<file path="src/rtl/spwr_pkg.sv">
package spwr_pkg;

    // character codes
    localparam logic [7:0] ChBsl   = 8'h5C;
    localparam logic [7:0] ChSlash = 8'h2F;
    localparam logic [7:0] ChColon = 8'h3A;
    localparam logic [7:0] ChDot   = 8'h2E;
    localparam logic [7:0] ChQuest = 8'h3F;
    localparam logic [7:0] ChU     = 8'h55;
    localparam logic [7:0] ChN     = 8'h4E;
    localparam logic [7:0] ChC     = 8'h43;

    // head window and prefix lengths
    localparam int HeadLen = 6;
    localparam logic [2:0] PrefixShortLen = 3'd4;
    localparam logic [2:0] PrefixUncLen   = 3'd6;

    // default depth of the command queue
    localparam int CmdDepthDefault = 4;

    typedef enum logic [1:0] {
        PH_COLLECT,
        PH_SKIP,
        PH_LETTER,
        PH_PASS
    } phase_t;

    typedef enum logic {
        CMD_BYTES,
        CMD_PREFIX
    } cmd_kind_t;

    // one request from the front to the back
    typedef struct packed {
        cmd_kind_t  kind;
        logic       unc;     // prefix is \\UNC\ (prefix requests only)
        logic [7:0] byte0;   // bytes: first byte; prefix: third character
        logic [7:0] byte1;
        logic [1:0] count;   // number of bytes (byte requests only)
        logic       last;    // path ends after this request
    } cmd_t;

    typedef struct packed {
        phase_t     next;
        logic [1:0] count;
        logic [7:0] byte0;
        logic [7:0] byte1;
    } feed_t;

    function automatic logic is_sep(input logic [7:0] b);
        return (b == ChSlash) || (b == ChBsl);
    endfunction

    function automatic logic is_letter(input logic [7:0] b);
        return ((b >= 8'h41) && (b <= 8'h5A)) || ((b >= 8'h61) && (b <= 8'h7A));
    endfunction

    function automatic logic [7:0] to_bsl(input logic [7:0] b);
        return (b == ChSlash) ? ChBsl : b;
    endfunction

    // stream rules for one path byte after the prefix
    function automatic feed_t feed(input phase_t ph, input logic [7:0] b);
        feed_t f;
        f.next  = PH_PASS;
        f.count = 2'd1;
        f.byte0 = to_bsl(b);
        f.byte1 = ChBsl;
        unique case (ph) inside
            PH_SKIP:
            begin
                if (is_sep(b))
                begin
                    f.next  = PH_SKIP;
                    f.count = 2'd0;
                end
                else
                begin
                    f.byte0 = b;
                    f.next  = is_letter(b) ? PH_LETTER : PH_PASS;
                end
            end
            PH_LETTER:
            begin
                if (is_sep(b))
                begin
                    f.count = 2'd2;
                    f.byte0 = ChColon;
                end
                else
                begin
                    f.byte0 = b;
                end
            end
            PH_PASS, PH_COLLECT:
            begin
                f.next = PH_PASS;
            end
            default:
            begin
                f.next = PH_PASS;
            end
        endcase
        return f;
    endfunction

endpackage

</file>
<file path="src/rtl/spwr_cmd_fifo.sv">
module spwr_cmd_fifo
    import spwr_pkg::*;
#(
    parameter int DEPTH = CmdDepthDefault
)
(
    input  logic clk,
    input  logic rst_n,
    input  logic push,
    input  cmd_t wdata,
    output logic full,
    input  logic pop,
    output cmd_t rdata,
    output logic empty
);

    localparam int PtrW = (DEPTH > 1) ? $clog2(DEPTH) : 1;
    localparam int CntW = $clog2(DEPTH + 1);
    localparam logic [PtrW-1:0] PtrLast = PtrW'(DEPTH - 1);
    localparam logic [CntW-1:0] CntFull = CntW'(DEPTH);

    cmd_t            mem_reg [DEPTH];
    logic [PtrW-1:0] wr_ptr_reg, wr_ptr_next;
    logic [PtrW-1:0] rd_ptr_reg, rd_ptr_next;
    logic [CntW-1:0] count_reg, count_next;
    logic            do_push, do_pop;

    assign full    = (count_reg == CntFull);
    assign empty   = (count_reg == '0);
    assign do_push = push && !full;
    assign do_pop  = pop && !empty;
    assign rdata   = mem_reg[rd_ptr_reg];

    // pointer and fill bookkeeping
    always_comb
    begin
        wr_ptr_next = wr_ptr_reg;
        rd_ptr_next = rd_ptr_reg;
        count_next  = count_reg;
        if (do_push)
        begin
            wr_ptr_next = (wr_ptr_reg == PtrLast) ? '0 : wr_ptr_reg + 1'b1;
        end
        if (do_pop)
        begin
            rd_ptr_next = (rd_ptr_reg == PtrLast) ? '0 : rd_ptr_reg + 1'b1;
        end
        if (do_push && !do_pop)
        begin
            count_next = count_reg + 1'b1;
        end
        else if (do_pop && !do_push)
        begin
            count_next = count_reg - 1'b1;
        end
    end

    always_ff @(posedge clk or negedge rst_n)
    begin
        if (!rst_n)
        begin
            wr_ptr_reg <= '0;
            rd_ptr_reg <= '0;
            count_reg  <= '0;
        end
        else
        begin
            wr_ptr_reg <= wr_ptr_next;
            rd_ptr_reg <= rd_ptr_next;
            count_reg  <= count_next;
        end
    end

    // storage
    always_ff @(posedge clk)
    begin
        if (do_push)
        begin
            mem_reg[wr_ptr_reg] <= wdata;
        end
    end

endmodule

</file>
<file path="src/rtl/spwr_front.sv">
module spwr_front
    import spwr_pkg::*;
(
    input  logic       clk,
    input  logic       rst_n,
    input  logic [7:0] path_byte,
    input  logic       end_of_path,
    input  logic       push,
    output logic       full,
    output logic       q_push,
    output cmd_t       q_cmd,
    input  logic       q_full
);

    logic [7:0] head_reg [HeadLen];
    phase_t     phase_reg, phase_next;
    logic [2:0] count_reg, count_next;
    logic       replay_reg, replay_next;
    logic [2:0] idx_reg, idx_next;
    logic [2:0] len_reg, len_next;
    logic       end_reg, end_next;

    logic       accept;
    logic       head_we;
    logic [2:0] new_len;
    logic [7:0] nb [HeadLen];
    logic       two_sep, ns4, ns6, rep_final;
    feed_t      f;

    assign full   = replay_reg || q_full;
    assign accept = push && !full;
    assign new_len = count_reg + 3'd1;

    // head window as seen at the decision: incoming byte merged, tail zeroed
    always_comb
    begin
        for (int i = 0; i < HeadLen; i++)
        begin
            if (3'(i) == count_reg)
            begin
                nb[i] = to_bsl(path_byte);
            end
            else if (3'(i) < count_reg)
            begin
                nb[i] = to_bsl(head_reg[i]);
            end
            else
            begin
                nb[i] = 8'h00;
            end
        end
        two_sep = (nb[0] == ChBsl) && (nb[1] == ChBsl);
        ns4 = two_sep && ((nb[2] == ChDot) || (nb[2] == ChQuest)) && (nb[3] == ChBsl);
        ns6 = two_sep && (nb[2] == ChU) && (nb[3] == ChN) && (nb[4] == ChC)
              && (nb[5] == ChBsl);
    end

    // request generation and phase control
    always_comb
    begin
        phase_next  = phase_reg;
        count_next  = count_reg;
        replay_next = replay_reg;
        idx_next    = idx_reg;
        len_next    = len_reg;
        end_next    = end_reg;
        head_we     = 1'b0;
        q_push      = 1'b0;
        q_cmd.kind  = CMD_BYTES;
        q_cmd.unc   = 1'b0;
        q_cmd.byte0 = 8'h00;
        q_cmd.byte1 = 8'h00;
        q_cmd.count = 2'd0;
        q_cmd.last  = 1'b0;
        rep_final   = ((idx_reg + 3'd1) == len_reg);
        f           = feed(phase_reg, replay_reg ? head_reg[idx_reg] : path_byte);

        if (replay_reg)
        begin
            // head bytes left after the prefix, one per cycle while the queue has room
            if (!q_full)
            begin
                q_push      = 1'b1;
                q_cmd.byte0 = f.byte0;
                q_cmd.byte1 = f.byte1;
                q_cmd.count = f.count;
                q_cmd.last  = rep_final && end_reg;
                idx_next    = idx_reg + 3'd1;
                phase_next  = f.next;
                if (rep_final)
                begin
                    replay_next = 1'b0;
                    if (end_reg)
                    begin
                        phase_next = PH_COLLECT;
                    end
                end
            end
        end
        else if (accept)
        begin
            if (phase_reg == PH_COLLECT)
            begin
                head_we = 1'b1;
                if ((new_len == 3'(HeadLen)) || end_of_path)
                begin
                    // prefix decision
                    count_next  = 3'd0;
                    q_push      = 1'b1;
                    q_cmd.kind  = CMD_PREFIX;
                    q_cmd.unc   = ns6 || (!ns4 && two_sep);
                    q_cmd.byte0 = ns4 ? nb[2] : ChQuest;
                    idx_next    = ns4 ? PrefixShortLen : 3'd0;
                    len_next    = new_len;
                    end_next    = end_of_path;
                    phase_next  = PH_SKIP;
                    if (!ns6 && !(ns4 && (new_len == PrefixShortLen)))
                    begin
                        replay_next = 1'b1;
                    end
                    else
                    begin
                        q_cmd.last = end_of_path;
                        if (end_of_path)
                        begin
                            phase_next = PH_COLLECT;
                        end
                    end
                end
                else
                begin
                    count_next = new_len;
                end
            end
            else
            begin
                // streaming byte
                q_push      = 1'b1;
                q_cmd.byte0 = f.byte0;
                q_cmd.byte1 = f.byte1;
                q_cmd.count = f.count;
                q_cmd.last  = end_of_path;
                phase_next  = end_of_path ? PH_COLLECT : f.next;
            end
        end
    end

    always_ff @(posedge clk or negedge rst_n)
    begin
        if (!rst_n)
        begin
            phase_reg  <= PH_COLLECT;
            count_reg  <= 3'd0;
            replay_reg <= 1'b0;
            idx_reg    <= 3'd0;
            len_reg    <= 3'd0;
            end_reg    <= 1'b0;
        end
        else
        begin
            phase_reg  <= phase_next;
            count_reg  <= count_next;
            replay_reg <= replay_next;
            idx_reg    <= idx_next;
            len_reg    <= len_next;
            end_reg    <= end_next;
        end
    end

    // head bytes
    always_ff @(posedge clk)
    begin
        if (head_we)
        begin
            head_reg[count_reg] <= path_byte;
        end
    end

    // replay stays inside the collected head
    assert property (@(posedge clk) disable iff (!rst_n)
        replay_reg |-> (idx_reg < len_reg))
        else $error("replay index beyond head length");

    // head count never reaches the window size while collecting
    assert property (@(posedge clk) disable iff (!rst_n)
        count_reg < 3'(HeadLen))
        else $error("head count overflow");

    // a replay always ends before the next input is taken in collect phase
    assert property (@(posedge clk) disable iff (!rst_n)
        replay_reg |-> (phase_reg != PH_COLLECT))
        else $error("replay running in collect phase");

endmodule

</file>
<file path="src/rtl/spwr_back.sv">
module spwr_back
    import spwr_pkg::*;
(
    input  logic       clk,
    input  logic       rst_n,
    input  cmd_t       q_cmd,
    input  logic       q_empty,
    output logic       q_pop,
    output logic [7:0] out_byte,
    output logic       out_last,
    output logic       empty,
    input  logic       pop
);

    logic [2:0] idx_reg, idx_next;
    logic       held_valid_reg, held_valid_next;
    logic [7:0] held_byte_reg, held_byte_next;
    logic       out_valid_reg, out_valid_next;
    logic [7:0] out_byte_reg, out_byte_next;
    logic       out_last_reg, out_last_next;

    logic [2:0] n_bytes;
    logic [7:0] step_byte;
    logic       is_flush, no_step, emits, out_free, step_fire, step_done;

    assign empty    = !out_valid_reg;
    assign out_byte = out_byte_reg;
    assign out_last = out_last_reg;
    assign out_free = !out_valid_reg || pop;

    // byte at the current step of the request
    always_comb
    begin
        if (q_cmd.kind == CMD_PREFIX)
        begin
            n_bytes = q_cmd.unc ? PrefixUncLen : PrefixShortLen;
            case (idx_reg)
                3'd2:    step_byte = q_cmd.unc ? ChU : q_cmd.byte0;
                3'd3:    step_byte = q_cmd.unc ? ChN : ChBsl;
                3'd4:    step_byte = ChC;
                default: step_byte = ChBsl;
            endcase
        end
        else
        begin
            n_bytes   = {1'b0, q_cmd.count};
            step_byte = (idx_reg == 3'd0) ? q_cmd.byte0 : q_cmd.byte1;
        end
    end

    // step sequencing with one held byte
    always_comb
    begin
        is_flush  = (idx_reg == n_bytes);
        no_step   = is_flush && !q_cmd.last;
        emits     = is_flush || held_valid_reg;
        step_fire = !q_empty && !no_step && (!emits || out_free);
        step_done = is_flush || (((idx_reg + 3'd1) == n_bytes) && !q_cmd.last);
        q_pop     = !q_empty && (no_step || (step_fire && step_done));

        idx_next        = idx_reg;
        held_valid_next = held_valid_reg;
        held_byte_next  = held_byte_reg;
        out_valid_next  = out_valid_reg && !pop;
        out_byte_next   = out_byte_reg;
        out_last_next   = out_last_reg;

        if (q_pop)
        begin
            idx_next = 3'd0;
        end
        else if (step_fire)
        begin
            idx_next = idx_reg + 3'd1;
        end

        if (step_fire)
        begin
            if (emits)
            begin
                out_valid_next = 1'b1;
                out_byte_next  = held_byte_reg;
                out_last_next  = is_flush;
            end
            if (is_flush)
            begin
                held_valid_next = 1'b0;
            end
            else
            begin
                held_valid_next = 1'b1;
                held_byte_next  = step_byte;
            end
        end
    end

    always_ff @(posedge clk or negedge rst_n)
    begin
        if (!rst_n)
        begin
            idx_reg        <= 3'd0;
            held_valid_reg <= 1'b0;
            out_valid_reg  <= 1'b0;
        end
        else
        begin
            idx_reg        <= idx_next;
            held_valid_reg <= held_valid_next;
            out_valid_reg  <= out_valid_next;
        end
    end

    always_ff @(posedge clk)
    begin
        held_byte_reg <= held_byte_next;
        out_byte_reg  <= out_byte_next;
        out_last_reg  <= out_last_next;
    end

    // a path end always finds a held byte to close it
    assert property (@(posedge clk) disable iff (!rst_n)
        (step_fire && is_flush) |-> held_valid_reg)
        else $error("path end with no held byte");

    // no output register overwrite while a result waits
    assert property (@(posedge clk) disable iff (!rst_n)
        (step_fire && emits) |-> out_free)
        else $error("output register overwritten");

    // after a closing byte the hold stage is empty
    assert property (@(posedge clk) disable iff (!rst_n)
        (step_fire && is_flush) |=> !held_valid_reg)
        else $error("held byte kept past path end");

endmodule

</file>
<file path="src/rtl/shell_to_windows_path_rewriter.sv">
// channel   direction  handshake             payload
// input     in         push / full           path_byte[7:0], end_of_path
// result    out        pop / empty           out_byte[7:0], out_last
//
// Unless a side stalls, streaming bytes move one per cycle; a letter followed by a
// separator gives two output bytes. At the prefix decision the input stalls while
// the head bytes after the prefix are replayed, one per cycle while the queue has
// room; the back end emits the four or six prefix bytes at most one per cycle.
// Reset (rst_n low, asynchronous) empties the queue, the hold stage and the output.
// Either side may stall; the request queue and the output register decouple them.
module shell_to_windows_path_rewriter
    import spwr_pkg::*;
#(
    parameter int CMD_DEPTH = CmdDepthDefault
)
(
    input  logic       clk,
    input  logic       rst_n,
    input  logic [7:0] path_byte,
    input  logic       end_of_path,
    input  logic       push,
    output logic       full,
    output logic [7:0] out_byte,
    output logic       out_last,
    output logic       empty,
    input  logic       pop
);

    cmd_t wr_cmd, rd_cmd;
    logic wr_push, q_full, q_empty, q_pop;

    // classify bytes and decide the prefix
    spwr_front u_front (
        .clk         (clk),
        .rst_n       (rst_n),
        .path_byte   (path_byte),
        .end_of_path (end_of_path),
        .push        (push),
        .full        (full),
        .q_push      (wr_push),
        .q_cmd       (wr_cmd),
        .q_full      (q_full)
    );

    // request queue between front and back
    spwr_cmd_fifo #(
        .DEPTH (CMD_DEPTH)
    ) u_fifo (
        .clk   (clk),
        .rst_n (rst_n),
        .push  (wr_push),
        .wdata (wr_cmd),
        .full  (q_full),
        .pop   (q_pop),
        .rdata (rd_cmd),
        .empty (q_empty)
    );

    // expand requests into output bytes
    spwr_back u_back (
        .clk      (clk),
        .rst_n    (rst_n),
        .q_cmd    (rd_cmd),
        .q_empty  (q_empty),
        .q_pop    (q_pop),
        .out_byte (out_byte),
        .out_last (out_last),
        .empty    (empty),
        .pop      (pop)
    );

endmodule

</file>
<file path="config.mk">
export PLATFORM = sky130hd
export DESIGN_NAME = shell_to_windows_path_rewriter
export DESIGN_NICKNAME = d
export VERILOG_FILES = /design/src/rtl/spwr_pkg.sv /design/src/rtl/spwr_cmd_fifo.sv /design/src/rtl/spwr_front.sv /design/src/rtl/spwr_back.sv /design/src/rtl/shell_to_windows_path_rewriter.sv
export SDC_FILE = /design/constraint.sdc
export NUM_CORES = 1
export LEC_CHECK = 0
export ABC_AREA = 0
export BUFFER_PORTS_ARGS = -buffer_cell sky130_fd_sc_hd__buf_2
export CAP_MARGIN = 20
export CELL_PAD_IN_SITES_DETAIL_PLACEMENT = 1
export CELL_PAD_IN_SITES_GLOBAL_PLACEMENT = 2
export CORE_ASPECT_RATIO = 1.2
export CORE_MARGIN = 2
export CORE_UTILIZATION = 48
export CTS_BUF_LIST = sky130_fd_sc_hd__clkbuf_4 sky130_fd_sc_hd__clkbuf_8 sky130_fd_sc_hd__clkbuf_16
export CTS_CLUSTER_DIAMETER = 200
export DETAILED_ROUTE_END_ITERATION = 10
export PLACE_DENSITY = 0.9
export SLEW_MARGIN = 20
export SYNTH_ARGS = -nofsm -noshare
export SYNTH_HDL_FRONTEND = slang
export SYNTH_SLANG_ARGS = --single-unit
</file>
<file path="constraint.sdc">
create_clock -name clk -period 5.6 [get_ports clk]
set_clock_uncertainty 0.1 [all_clocks]
set_input_delay 1.12 -clock clk [delete_from_list [all_inputs] [get_ports clk]]
set_output_delay 1.12 -clock clk [all_outputs]
set_load 0.01 [all_outputs]
</file>
* After elaboration in Yosys (flattened, before gate mapping) *
Memories as Yosys holds them, arrays and structs flattened.
Cells that the tools add are included.
W data, S select, Z words.

word-level totals
  word-level logic and storage cells = 231
  memory bits (writable) = 132
  output and inout port bits = 11
  memories kept = 2
  bits of input ports = 13
  register bits after elaboration = 42

memory list
  name              depth  bits a word  read ports  clocked after memory_dff  wr ports  RTL line             text
  u_fifo.mem_reg    4      21           1           0                         1         spwr_cmd_fifo.sv:22  cmd_t mem_reg [DEPTH];
  u_front.head_reg  6      8            7           0                         1         spwr_front.sv:15     logic [7:0] head_reg [HeadLen];

cells by class
  bitwise operators = 2
  eq/ne operators = 38
  add/sub/neg operators = 7
  mux-type cells = 93
  order comparisons = 10
  reductions and logical operators = 64

operators with widths
  cell                   count
  $mux W8                28
  $eq A8 B6 Y1 const B   10
  $eq A8 B7 Y1 const B   8
  $mux W19               2
  $mux W3                12
  $mux W2                17
  $mux W1                28
  $logic_and A1 B1 Y1    25
  $pmux W8 S3            1
  $mux W21               1
  $pmux W10 S2           1
  $ge A8 B7 Y1 const B   2
  $le A8 B7 Y1 const B   2
  $logic_not A1 Y1       13
  $add A3 B1 Y3 const B  4
  $eq A3 B3 Y1 const B   4
  $logic_or A1 B1 Y1     11
  $mux W10               1
  $reduce_bool A2 Y1     5
  $eq A3 B3 Y1           3
  $logic_not A3 Y1       3
  $mux W9                1
  $reduce_and A4 Y1      2
  $eq A2 B2 Y1 const B   3
  other kinds (17)       27

* Depth between registers and ports, before layout *
An unclocked memory read counts as a cell.

  word-level depth = 18
  gate-level depth with buffers = 15
  depth with buffers taken out = 14

* Cells and area by module *
A second synthesis with hierarchy kept.

second synthesis, totals
  cells, all modules = 691
  area total of the unflattened synthesis = 9510.4 µm²

modules (own cells, without submodules)
  module         area an instance (µm²)  instances  cells an instance  sequential area each (µm²)
  spwr_front     4727.0                  1          418                2247.2
  spwr_cmd_fifo  3470.8                  1          147                2697.6
  spwr_back      1312.5                  1          126                635.6

* Worst setup path after synthesis *
No wires, ideal clock.

  path kind = register to register
  from = reg u_fifo.rd_ptr_reg[0]
  to = reg u_fifo.count_reg[2]
  cell stages (with the launch flop) = 16
  arrival time = 3107 ps
  buffers on the path = 2
  library setup time = 79 ps
  path slack = 2314 ps
  cells stage by stage = dfrtp_1 -> buf_6 -> mux4_2 -> mux2i_2 -> xnor2_1 -> nor2_4 -> a31o_2 -> and3_1 -> buf_6 -> inv_1 -> ha_1 -> inv_1 -> fa_1 -> xor2_1 -> nor2_1 -> xor2_1

on the way
  longest elaborated chain between the ends = 15
  elaborated cells on any way between the ends = 24
  classes of those cells = 2 x eq/ne; 3 x mux; 18 x reduce/logical; 1 x memory

RTL lines
  item                                                              RTL line                          text
  start: declaration                                                spwr_cmd_fifo.sv:24               logic [PtrW-1:0] rd_ptr_reg, rd_ptr_next;
  start signal: assignment                                          spwr_cmd_fifo.sv:69               rd_ptr_reg <= rd_ptr_next;
  $mem_v2 Z4 W21 (*)                                                --
  $mux W2                                                           spwr_back.sv:36                   n_bytes = q_cmd.unc ? PrefixUncLen : PrefixShortLen;
  $mux W3 (*)                                                       spwr_back.sv:34                   if (q_cmd.kind == CMD_PREFIX)
  $eq A3 B3 Y1 (*)                                                  spwr_back.sv:54                   is_flush = (idx_reg == n_bytes);
  via u_back.is_flush                                               spwr_back.sv:24                   logic is_flush, no_step, emits, out_free, step_fire, step_done;
  $logic_and A1 B1 Y1 / $logic_or A1 B1 Y1 (equally long branches)  spwr_back.sv:55, spwr_back.sv:56
  $logic_not A1 Y1                                                  spwr_back.sv:57                   step_fire = !q_empty && !no_step && (!emits || out_free);
  $logic_and A1 B1 Y1 / $logic_or A1 B1 Y1 (equally long branches)  spwr_back.sv:57
  $logic_and A1 B1 Y1                                               spwr_back.sv:57
  $logic_and A1 B1 Y1                                               spwr_back.sv:59                   q_pop = !q_empty && (no_step || (step_fire && step_done));
  $logic_or A1 B1 Y1 (*)                                            spwr_back.sv:59
  $logic_and A1 B1 Y1 (*)                                           spwr_back.sv:59
  $logic_and A1 B1 Y1 (*)                                           spwr_cmd_fifo.sv:31               assign do_pop = pop && !empty;
  $logic_not A1 Y1                                                  spwr_cmd_fifo.sv:48               if (do_push && !do_pop)
  $logic_and A1 B1 Y1                                               spwr_cmd_fifo.sv:48
  $mux W3 / $reduce_bool A2 Y1 (equally long branches)              --
  end signal: assignment                                            spwr_cmd_fifo.sv:70               count_reg <= count_next;
  end: declaration                                                  spwr_cmd_fifo.sv:25               logic [CntW-1:0] count_reg, count_next;

The timed path passes the listed nets; every way through them passes the cells marked *.
A chain may end at the register's enable or synchronous reset.

* Worst setup path after layout *
  from = reg u_fifo.rd_ptr_reg[1]
  to = reg u_fifo.count_reg[2]

The elaborated chain is that of the path after synthesis.

==> impl_metrics.ini <==
[run_status]
status = finished, final reports clean

[setup_path]
cp_max_fo = 16
critPathKind = register to register
start_kind = register
end_kind = register
rr_worst_depth = 13
cp_data_required_time_ps = 5840
crit_arrival_ps = 4120

[layout]
largest_register_ffs = 64
instances_no_fill = 854
nFillCells = 1642
antenna_cells = 0
nets = 662
layout-drive-gt1-share = 0.1386
syn_to_final_growth_pct = 11.76

[yosys]
ys.warnings.count = 0
synth_commonest_cells = edfxtp_1, nand2_1, nor2_1
yosys.area.top_type = edfxtp_1
yosys.cell_types.count = 68
synth_cells = 602
synth_edf_count = 137
yosysSeqAreaShare = 0.6011
syn_nets = 635
synth_area_leaders = edfxtp_1, dfrtp_1, mux4_2, mux2i_1, ha_1
syn_area_um2 = 7885
syn_avg_cell_area_um2 = 13.10
yosysTopAreaCellShare = 0.5217
ys_seq_elements = 162
synth-main-ff-cell = edfxtp_1
async_reset_ff_frac = 0.1543
yosysMostFrequentCell = edfxtp_1

[grt]
grt_pass1_vias = 5778
grt_pass1_wl_mm = 32.66
antenna_found_initial = 0
grt.total_usage = 0.2558
grt_overflow = 0
grt_start_max_net_pins = 26

[routing]
antenna_left = 0
drc_errors = 0
vias_per_cell = 6.162
detailedRoute.firstIterationViolations = 335
drtPass1Iterations = 5
vias = 5262
drt-total-wl_mm = 21.12
wl_per_cell_um = 24.73

[placed_design]
place_congestion = 0.9172
hpwl_mm = 14.90
io_buffers = 23
dp.cells = 822

[floorplanning]
rows = 51
die-area_um2 = 17470
dieHeight_um = 144.4
ios = 24
initial_core_util = 0.4884
die_w_um = 121
core_um2 = 16140

[clock_network]
clock_latency_ps = 430
clkTransAtPathRegs_ps = 70
cts.sinks = 162
cts-root-buf = clkbuf_16
cts_resized = 0
cts_tree = yes
cts.path.max_buffers = 2
cts_buffers = 17
postCtsSetupBuffers = 0
holdBufCountCts = 0
htreeDepth = 4

[timing]
tightest_slew_ps = 868.3
setup_viol = 0
fin_crit_ps = 3875
finalSetupTns_ps = 0
timing.final.crit_share = 0.6920
max_freq_mhz = 258.0
relSlewSlack = 0.4211
rsz0062_at_grt = false
slew_violations = 0
hold_violations = 0
holdWs_ps = 319.4

[run]
drv_cap = 0

[power_and_ir_drop]
power_density_nw_per_um2 = 604.1
total_leakage_power_nw = 3.150
peakVddDrop_mv = 0.2172

[worst_hold_path]
worstHoldPathCells = 0
hp-class = register to register
==> path summary, 6_finish.rpt <==
| kind | startpoint | endpoint | slack (ps) |
|---|---|---|---|
| min in group asynchronous | rst_n | u_fifo.wr_ptr_reg[0] | 600 |
| worst max register to register | u_fifo.rd_ptr_reg[1] | u_fifo.count_reg[2] | 1720 |
| max in group asynchronous | rst_n | u_back.held_valid_reg | 4400 |
| worst max-delay path | u_fifo.rd_ptr_reg[1] | u_fifo.count_reg[2] | 1720 |
| worst min register to register | u_back.held_byte_reg[2] | u_back.out_byte[2] | 320 |
| worst min-delay path | u_back.held_byte_reg[2] | u_back.out_byte[2] | 320 |
==> where the power goes <==
group	total (mW)	switching, mW	internal, mW	leakage [nW]
Sequential	2.07	0.284	1.79	1.57
Combinational	2.07	1.25	0.819	1.28
Clock	1.18	0.512	0.670	0.295
==> final cells by class <==
class	instances	area, µm²	area share
tap	212	265.3	0.03010
sequential	162	4740	0.5378
inverter	24	90.09	0.01022
multi-input combinational	395	2954	0.3352
timing repair buffer	29	160.2	0.01817
clock inverter	15	177.7	0.02016
clock buffer	17	425.4	0.04827
==> layer usage <==
layer | up-vias | share of wire | track usage
met3 | 61 | 0.036 | 0.04850
met1 | 2669 | 0.37 | 0.2742
met2 | 158 | 0.55 | 0.4763
met4 | 0 | 0.041 | 0.1310
met5 | - | 0 | 0
li1 | 2374 | - | -
==> through the flow <==
stage / instance area, µm² / total power [mW] / setup slack, ps / util
2_1_floorplan: 7885 / 3.533 / 2314 / -
3_3_place_gp: 8204 / 3.987 / 1883 / 0.5082
3_5_place_dp: 8204 / 4.129 / 1652 / 0.5082
4_1_cts: 8807 / 5.355 / 1645 / 0.5455
5_1_grt: 8812 / 5.618 / 1470 / 0.5458
6_report: 8812 / 5.324 / 1725 / 0.5458
==> cells by family after synthesis <==
family | synth area share
buffers and inverters | 0.02491
muxes | 0.09632
AOI/OAI and AO/OA | 0.1008
DFF | 0.6011
and+or+nand+nor | 0.1287
xor gates and xnor gates | 0.01555
adders and majority gates | 0.03269
==> critical path, cell delays in order, from the launching register on <==
cell,delay (ps)
dfrtp_1,800
mux4_2,570
mux2i_2,230
xnor2_1,320
nor2_4,100
a31o_2,210
and3_1,260
inv_1,90
ha_1,180
inv_1,60
fa_1,380
xor2_1,170
nor2_1,120
xor2_1,170
==> layout by cell type (no fill, tap or decap), drive strengths merged, types with 3 or more instances in the layout <==
master | Yosys | layout
dfrtp | 25 | 25
nand3 | 13 | 13
xor2 | 5 | 5
clkinv | 2 | 11
nor2 | 42 | 42
nor3 | 9 | 9
o21a | 3 | 3
nor2b | 18 | 18
mux2i | 32 | 32
mux4 | 17 | 17
o21ai | 34 | 34
nand2b | 4 | 4
mux2 | 4 | 4
nand3b | 4 | 4
and4b | 7 | 7
edfxtp | 137 | 137
o32ai | 4 | 4
or3 | 4 | 4
a21oi | 15 | 15
ha | 19 | 19
a31oi | 9 | 9
nand2 | 52 | 52
nor3b | 3 | 3
o211ai | 3 | 3
inv | 22 | 26
nand4b | 5 | 5
a211oi | 4 | 4
xnor2 | 9 | 9
buf | 9 | 29
clkbuf | 12 | 17
nor4b | 3 | 3
o31ai | 4 | 4
a221oi | 5 | 5
and3 | 4 | 4
nor4 | 3 | 3
a31o | 4 | 4
a22oi | 15 | 15
and2 | 9 | 9
No activity file was read; power rests on OpenSTA's default activity.
